--- src/rtl/core/hdlcrx_pkg.sv ---
// Shared constants, codes and types for the HDLC-style frame receiver.
// No dependencies; used by every file in rtl/core.
package hdlcrx_pkg;

    // Sizing
    localparam int NUM_CHANNELS = 32;
    localparam int MAX_CAPACITY = 2048;
    localparam int LEN_W        = 12;
    localparam int MASK_W       = 32;
    localparam int CH_IDX_W     = 5;   // bits to pick one mask bit
    localparam int CFG_IDX_W    = 2;
    localparam int CFG_DATA_W   = 32;

    // Line bytes
    localparam logic [7:0] FLAG_BYTE = 8'h7E;
    localparam logic [7:0] ESC_BYTE  = 8'h7D;
    localparam logic [7:0] ESC_FLIP  = 8'h20;

    // Receive phases
    localparam logic [2:0] PH_WAIT = 3'd0;
    localparam logic [2:0] PH_ADDR = 3'd1;
    localparam logic [2:0] PH_CTRL = 3'd2;
    localparam logic [2:0] PH_DATA = 3'd3;
    localparam logic [2:0] PH_ESC  = 3'd4;

    // Result kinds
    localparam logic [1:0] KIND_PAYLOAD = 2'd0;
    localparam logic [1:0] KIND_DELIVER = 2'd1;
    localparam logic [1:0] KIND_DROP    = 2'd2;
    localparam logic [1:0] KIND_ABORT   = 2'd3;

    // Configuration register indexes
    localparam logic [CFG_IDX_W-1:0] REG_MAX_FRAME_LEN = 2'd0;
    localparam logic [CFG_IDX_W-1:0] REG_CHANNEL_MASK  = 2'd1;

    localparam logic [LEN_W-1:0]  MAX_FRAME_LEN_RST = 12'd256;
    localparam logic [MASK_W-1:0] CHANNEL_MASK_RST  = '0;

    // One result beat from the decoder
    typedef struct packed {
        logic             valid;
        logic [1:0]       kind;
        logic [7:0]       data_byte;
        logic [7:0]       channel;
        logic [7:0]       control_byte;
        logic [LEN_W-1:0] frame_length;
    } result_t;

endpackage

--- src/rtl/core/hdlcrx_core.sv ---
// Frame decoder: config registers, receive phase, frame header and payload count.
// Depends on hdlcrx_pkg. Produces at most one result per stepped byte.
module hdlcrx_core (
    input  logic                                aclk,
    input  logic                                aresetn,
    input  logic                                step_en,
    input  logic [7:0]                          rx_byte,
    input  logic                                cfg_wr_en,
    input  logic [hdlcrx_pkg::CFG_IDX_W-1:0]    cfg_index,
    input  logic [hdlcrx_pkg::CFG_DATA_W-1:0]   cfg_data,
    output hdlcrx_pkg::result_t                 res
);

    logic [hdlcrx_pkg::LEN_W-1:0]  max_len_reg;
    logic [hdlcrx_pkg::MASK_W-1:0] mask_reg;
    logic [2:0]                    phase_reg, phase_next;
    logic [7:0]                    chan_reg, chan_next;
    logic [7:0]                    ctrl_reg, ctrl_next;
    logic [hdlcrx_pkg::LEN_W-1:0]  count_reg, count_next;

    logic [hdlcrx_pkg::LEN_W-1:0]  cap;
    logic [hdlcrx_pkg::LEN_W-1:0]  count_inc;
    logic                          chan_en;
    logic                          full;
    logic [7:0]                    store_val;
    logic                          do_store;

    // Configuration writes
    always_ff @(posedge aclk) begin
        if (!aresetn) begin
            max_len_reg <= hdlcrx_pkg::MAX_FRAME_LEN_RST;
            mask_reg    <= hdlcrx_pkg::CHANNEL_MASK_RST;
        end else if (cfg_wr_en) begin
            case (cfg_index)
                hdlcrx_pkg::REG_MAX_FRAME_LEN:
                    max_len_reg <= cfg_data[hdlcrx_pkg::LEN_W-1:0];
                hdlcrx_pkg::REG_CHANNEL_MASK:
                    mask_reg <= cfg_data[hdlcrx_pkg::MASK_W-1:0];
                default: ;
            endcase
        end
    end

    // Effective capacity and channel enable
    assign cap = (max_len_reg > hdlcrx_pkg::LEN_W'(hdlcrx_pkg::MAX_CAPACITY))
               ? hdlcrx_pkg::LEN_W'(hdlcrx_pkg::MAX_CAPACITY) : max_len_reg;
    assign full      = (count_reg >= cap);
    assign count_inc = count_reg + 1'b1;
    assign chan_en   = (chan_reg < 8'(hdlcrx_pkg::NUM_CHANNELS))
                     && mask_reg[chan_reg[hdlcrx_pkg::CH_IDX_W-1:0]];

    // Next state and result
    always_comb begin
        phase_next = phase_reg;
        chan_next  = chan_reg;
        ctrl_next  = ctrl_reg;
        count_next = count_reg;
        do_store   = 1'b0;
        store_val  = rx_byte;

        res.valid        = 1'b0;
        res.kind         = hdlcrx_pkg::KIND_PAYLOAD;
        res.data_byte    = '0;
        res.channel      = chan_reg;
        res.control_byte = ctrl_reg;
        res.frame_length = count_reg;

        if (full) begin
            // overflow: discard byte, abort frame
            res.valid  = 1'b1;
            res.kind   = hdlcrx_pkg::KIND_ABORT;
            count_next = '0;
            phase_next = hdlcrx_pkg::PH_WAIT;
        end else begin
            case (phase_reg)
                hdlcrx_pkg::PH_ADDR: begin
                    chan_next  = rx_byte;
                    phase_next = hdlcrx_pkg::PH_CTRL;
                end
                hdlcrx_pkg::PH_CTRL: begin
                    ctrl_next  = rx_byte;
                    phase_next = hdlcrx_pkg::PH_DATA;
                end
                hdlcrx_pkg::PH_DATA: begin
                    if (rx_byte == hdlcrx_pkg::ESC_BYTE) begin
                        phase_next = hdlcrx_pkg::PH_ESC;
                    end else if (rx_byte == hdlcrx_pkg::FLAG_BYTE) begin
                        res.valid  = 1'b1;
                        res.kind   = chan_en ? hdlcrx_pkg::KIND_DELIVER
                                             : hdlcrx_pkg::KIND_DROP;
                        count_next = '0;
                        phase_next = hdlcrx_pkg::PH_WAIT;
                    end else begin
                        do_store = 1'b1;
                    end
                end
                hdlcrx_pkg::PH_ESC: begin
                    phase_next = hdlcrx_pkg::PH_DATA;
                    store_val  = rx_byte ^ hdlcrx_pkg::ESC_FLIP;
                    do_store   = 1'b1;
                end
                default: begin
                    phase_next = (rx_byte == hdlcrx_pkg::FLAG_BYTE)
                               ? hdlcrx_pkg::PH_ADDR : hdlcrx_pkg::PH_WAIT;
                end
            endcase

            // payload byte: count always, stream only for enabled channels
            if (do_store) begin
                count_next       = count_inc;
                res.valid        = chan_en;
                res.data_byte    = store_val;
                res.frame_length = count_inc;
            end
        end
    end

    // State registers
    always_ff @(posedge aclk) begin
        if (!aresetn) begin
            phase_reg <= hdlcrx_pkg::PH_WAIT;
            chan_reg  <= '0;
            ctrl_reg  <= '0;
            count_reg <= '0;
        end else if (step_en) begin
            phase_reg <= phase_next;
            chan_reg  <= chan_next;
            ctrl_reg  <= ctrl_next;
            count_reg <= count_next;
        end
    end

endmodule

--- src/rtl/core/hdlc_style_frame_receiver.sv ---
// Top level of the HDLC-style frame receiver: input register, decoder, result register.
// Depends on hdlcrx_pkg and hdlcrx_core.
//
//  channel | ports                                 | dir | notes
//  --------+---------------------------------------+-----+-----------------------------
//  s_      | s_valid s_ready s_rx_byte             | in  | one line byte per beat
//  m_      | m_valid m_ready m_kind .. m_frame_len | out | zero or one result per byte
//  cfg_    | cfg_valid cfg_ready cfg_index cfg_data| in  | 0 max_frame_len, 1 ch mask
//
// One byte per cycle sustained while m_ready stays high; an s_ beat goes through the input register,
// then the decoder into the result register, before its m_ beat.
// aresetn is synchronous, active low; clears control state and both registers' valid.
// A stalled m_ beat holds the byte in the input register; s_ready then follows m_ready.
// cfg_ready is always high.
module hdlc_style_frame_receiver (
    input  logic                                aclk,
    input  logic                                aresetn,
    input  logic                                s_valid,
    output logic                                s_ready,
    input  logic [7:0]                          s_rx_byte,
    output logic                                m_valid,
    input  logic                                m_ready,
    output logic [1:0]                          m_kind,
    output logic [7:0]                          m_data_byte,
    output logic [7:0]                          m_channel,
    output logic [7:0]                          m_control_byte,
    output logic [hdlcrx_pkg::LEN_W-1:0]        m_frame_length,
    input  logic                                cfg_valid,
    output logic                                cfg_ready,
    input  logic [hdlcrx_pkg::CFG_IDX_W-1:0]    cfg_index,
    input  logic [hdlcrx_pkg::CFG_DATA_W-1:0]   cfg_data
);

    logic                in_valid_reg, in_valid_next;
    logic [7:0]          in_byte_reg;
    logic                out_valid_reg, out_valid_next;
    hdlcrx_pkg::result_t out_reg;
    hdlcrx_pkg::result_t res;
    logic                out_free;
    logic                advance;

    assign cfg_ready = 1'b1;
    assign out_free  = !out_valid_reg || m_ready;
    assign advance   = in_valid_reg && out_free;
    assign s_ready   = !in_valid_reg || advance;

    hdlcrx_core u_core (
        .aclk      (aclk),
        .aresetn   (aresetn),
        .step_en   (advance),
        .rx_byte   (in_byte_reg),
        .cfg_wr_en (cfg_valid && cfg_ready),
        .cfg_index (cfg_index),
        .cfg_data  (cfg_data),
        .res       (res)
    );

    // Input register
    always_comb begin
        in_valid_next = in_valid_reg;
        if (s_valid && s_ready) begin
            in_valid_next = 1'b1;
        end else if (advance) begin
            in_valid_next = 1'b0;
        end
    end

    always_ff @(posedge aclk) begin
        if (!aresetn) begin
            in_valid_reg <= 1'b0;
        end else begin
            in_valid_reg <= in_valid_next;
        end
        if (s_valid && s_ready) begin
            in_byte_reg <= s_rx_byte;
        end
    end

    // Result register
    always_comb begin
        out_valid_next = out_valid_reg;
        if (advance) begin
            out_valid_next = res.valid;
        end else if (m_ready) begin
            out_valid_next = 1'b0;
        end
    end

    always_ff @(posedge aclk) begin
        if (!aresetn) begin
            out_valid_reg <= 1'b0;
        end else begin
            out_valid_reg <= out_valid_next;
        end
        if (advance && res.valid) begin
            out_reg <= res;
        end
    end

    assign m_valid        = out_valid_reg;
    assign m_kind         = out_reg.kind;
    assign m_data_byte    = out_reg.data_byte;
    assign m_channel      = out_reg.channel;
    assign m_control_byte = out_reg.control_byte;
    assign m_frame_length = out_reg.frame_length;

endmodule

--- config.mk ---
export PLATFORM = sky130hd
export DESIGN_NAME = hdlc_style_frame_receiver
export DESIGN_NICKNAME = d
export VERILOG_FILES = /design/src/rtl/core/hdlcrx_pkg.sv /design/src/rtl/core/hdlcrx_core.sv /design/src/rtl/core/hdlc_style_frame_receiver.sv
export SDC_FILE = /design/constraint.sdc
export NUM_CORES = 1
export LEC_CHECK = 0
export BUFFER_PORTS_ARGS = -buffer_cell sky130_fd_sc_hd__buf_2
export CORE_MARGIN = 2
export CORE_UTILIZATION = 61
export DETAILED_ROUTE_END_ITERATION = 10
export PLACE_DENSITY = 0.85
export SLEW_MARGIN = 20
export SYNTH_ARGS = -nofsm -noshare
export SYNTH_HDL_FRONTEND = slang
export SYNTH_SLANG_ARGS = --single-unit
--- constraint.sdc ---
create_clock -name aclk -period 13.7 [get_ports aclk]
set_input_delay 0.685 -clock aclk [delete_from_list [all_inputs] [get_ports aclk]]
set_output_delay 0.685 -clock aclk [all_outputs]
set_load 0.01 [all_outputs]
==> impl_metrics.py <==
metrics = {
    "cts": {
        "htree_levels": 4,
        "holdBufCountCts": 0,
        "cts_inserted_buffers": 17,
        "tritoncts": "built",
        "postCtsSetupBuffers": 0,
        "clk_path_buf_depth": 2,
        "cts-resized-gates": 0,
        "cts_root_buf": "clkbuf_8",
        "clkTransAtPathRegs_ns": 0.06,
        "insertion_delay_ns": 0.53,
        "cts.sink_count": 123,
    },
    "synth": {
        "synthMuxAreaShare_pct": 7.70,
        "netlist.area_leader.share_pct": 27.8,
        "synthXorXnorAreaFrac_pct": 2.05,
        "synth_top_family_by_area": "simple AND/OR/NAND/NOR gates",
        "synth_edf_count": 46,
        "syn_inst": 563,
        "ys_seq_elements": 123,
        "synthAdderAreaFrac_pct": 3.16,
        "ys_warn_count": 0,
        "syn_area_um2": 5540,
        "yosys-top-cells-area": "dfxtp_1 28%, edfxtp_1 25%, nand2_1 10%, mux2i_1 5.1%, a21oi_1 4.6%",
        "synth_cell_types": 54,
        "syn_area_per_cell_um2": 9.84,
        "synthFlopType": "dfxtp_1",
        "synthArstFlopShare_pct": 0,
        "ys_seq_area_share_pct": 52.7,
        "syn_nets": 624,
        "synth_compound_area_share_pct": 10.8,
        "yosys.area.top_type": "dfxtp_1",
        "synth-simple-area-share_pct": 20.5,
    },
    "timing": {
        "hold_viol_final": 0,
        "grt_setup_unrepaired": "false",
        "period_minus_slack_ns": 3.33,
        "max-slew-margin-rel_pct": 32.4,
        "fmax_ghz": 0.300,
        "tns_ns": 0,
        "final-setup-viol-count": 0,
        "clock_skew_ns": 0.0138,
        "fin_crit_sh_pct": 24.3,
        "worstMarginPinSlew_ns": 1.01,
        "finalMaxSlewViolations": 0,
    },
    "die": {
        "row_count": 34,
        "io_pins": 88,
        "die-area_um2": 9860,
        "dieHeight_um": 99.3,
        "die_w_um": 99.3,
        "initial_core_util_pct": 63.2,
        "core-area_um2": 8760,
    },
    "routing": {
        "wirelength_um": 12900,
        "drtPass1Iterations": 5,
        "ant_nets": 0,
        "drtIter0Drc": 275,
        "drc": 0,
        "vias_per_cell": 5.91,
        "vias": 4477,
        "avgRoutedWirePerCell_um": 17.0,
    },
    "finish": {
        "n_fill_cell": 592,
        "num_antenna_cells": 0,
        "layout_commonest_cell": "nand2_1",
        "largest_reg_flops": 32,
        "area_growth_pct": 19.4,
        "drive_gt1_share_pct": 21.6,
        "layout_common_cells": "155 x nand2_1, 86 x buf_2, 77 x dfxtp_1",
        "nNetsFinal": 697,
    },
    "global_route": {
        "use_met3_pct": 7.52,
        "grtUsageMet2_pct": 42.0,
        "grt_antenna_before_repair": 0,
        "use_met1_pct": 34.6,
        "grt_pass1_vias": 4359,
        "grt_pass1_wl_um": 20700,
        "grt_usage_pct": 27.1,
        "grt.busiest_layer": "met2",
        "overflow": 0,
        "grt_max_degree": 55,
    },
    "place": {
        "port_buffers": 86,
        "dpl.hpwl_um": 8530,
        "gp_congestion": 0.929,
    },
    "run_status": {
        "outcome": "completed",
    },
    "power": {
        "vdd_ir_drop_max_v": 0.0000935,
        "p_leak_nw": 2.48,
        "finalPower_mw": 0.876,
        "power.density_nw_per_um2": 132,
    },
    "setup_path": {
        "critical_path.slowest_cell": "nor4_2",
        "endpoint_kind": "flop",
        "crit_chain": "inv_1 > nand2_1 > ha_1 > nand4_1 > nor4_2 > a21o_1 > nor2_1 > o22ai_4 > buf_4",
        "cp.required_ns": 13.87,
        "worstSetupStartpointType": "flop",
        "slowest_delay_ns": 0.54,
        "cp_max_fo": 33,
        "crit_arrival_ns": 3.50,
        "worstSetupPathType": "reg -> reg",
    },
    "run": {
        "maxCapViolations": 0,
    },
    "worst_hold_path": {
        "hold_path.class": "in -> reg",
    },
}
## final timing paths
| kind | startpoint | end | slack (ns) | cells past startpoint |
|---|---|---|---|---|
| max | u_core.max_len_reg[11] | m_frame_length[4] | 10.37 | 9 |
| min | s_rx_byte[2] | in_byte_reg[2] | 0.33 | 1 |
| max reg2reg | u_core.max_len_reg[11] | m_frame_length[4] | 10.37 | 9 |
| min reg2reg | u_core.ctrl_reg[3] | m_control_byte[3] | 0.43 | 0 |
## per-stage QoR
stage	setup WS, ns	hold WS, ns	utilization (%)	instances	instance area [um2]
2_1_floorplan	9.35	0.403	-	563	5540
3_3_place_gp	10.59	0.416	68.3	724	5990
3_5_place_dp	10.39	0.415	68.3	724	5990
4_1_cts	10.39	0.320	75.3	756	6600
5_1_grt	10.17	0.318	75.5	757	6620
6_report	10.37	0.334	75.5	757	6620
## critical path: cells and delay by family (launching register included)
kind | cells | cell delay [ns]
flip-flops | 1 | 0.32
adder cells (fa/ha/maj) | 1 | 0.30
AO/OA/AOI/OAI | 2 | 0.72
AND/OR/NAND/NOR | 4 | 0.91
buffers and inverters | 2 | 0.69
## Yosys cell counts, types with 5 or more instances
cell,number
nand2_1,155
inv_1,5
nor2_1,13
nor3_1,5
nand3_1,13
o211ai_1,5
mux2i_1,28
dfxtp_1,77
edfxtp_1,46
buf_2,6
and2_1,9
mux4_2,6
o21ai_0,8
ha_1,14
nand4_1,14
xnor2_1,12
nor2b_1,5
a21oi_1,51
clkbuf_1,24
## kinds of logic (layout without fill, tap and decap cells)
family	after synthesis	count (layout)
AO/OA/AOI/OAI	95	95
buffers and inverters	40	126
AND/OR/NAND/NOR	242	242
multiplexers	35	35
adder cells (fa/ha/maj)	14	14
flip-flops	123	123
other	1	1
XOR/XNOR	13	13
## power by group
group	internal (mW)	switching, mW	leakage, nW
logic	0.0141	0.0252	1.11
clock network	0.280	0.167	0.298
registers	0.385	0.00491	1.06
## layer usage
metal  part of all wire (%)  wire length [um]  up-vias
li1                       -                 -     2136
met3                    8.1              1050       52
met4                    4.0               515        0
met2                     47              6000      232
met1                     41              5290     2057
met5                      0                 0        -
## cell type report
| class | count | area, um2 | area share (%) |
|---|---|---|---|
| flip-flops and latches | 123 | 2920 | 44.2 |
| repair buffers | 89 | 460 | 6.96 |
| clock inverters | 10 | 98.8 | 1.49 |
| inverters | 5 | 18.8 | 0.284 |
| multi-input cells | 400 | 2470 | 37.4 |
| clock buffers | 22 | 507 | 7.66 |
| well taps | 108 | 135 | 2.04 |
Power figures use the tool's default switching activity.
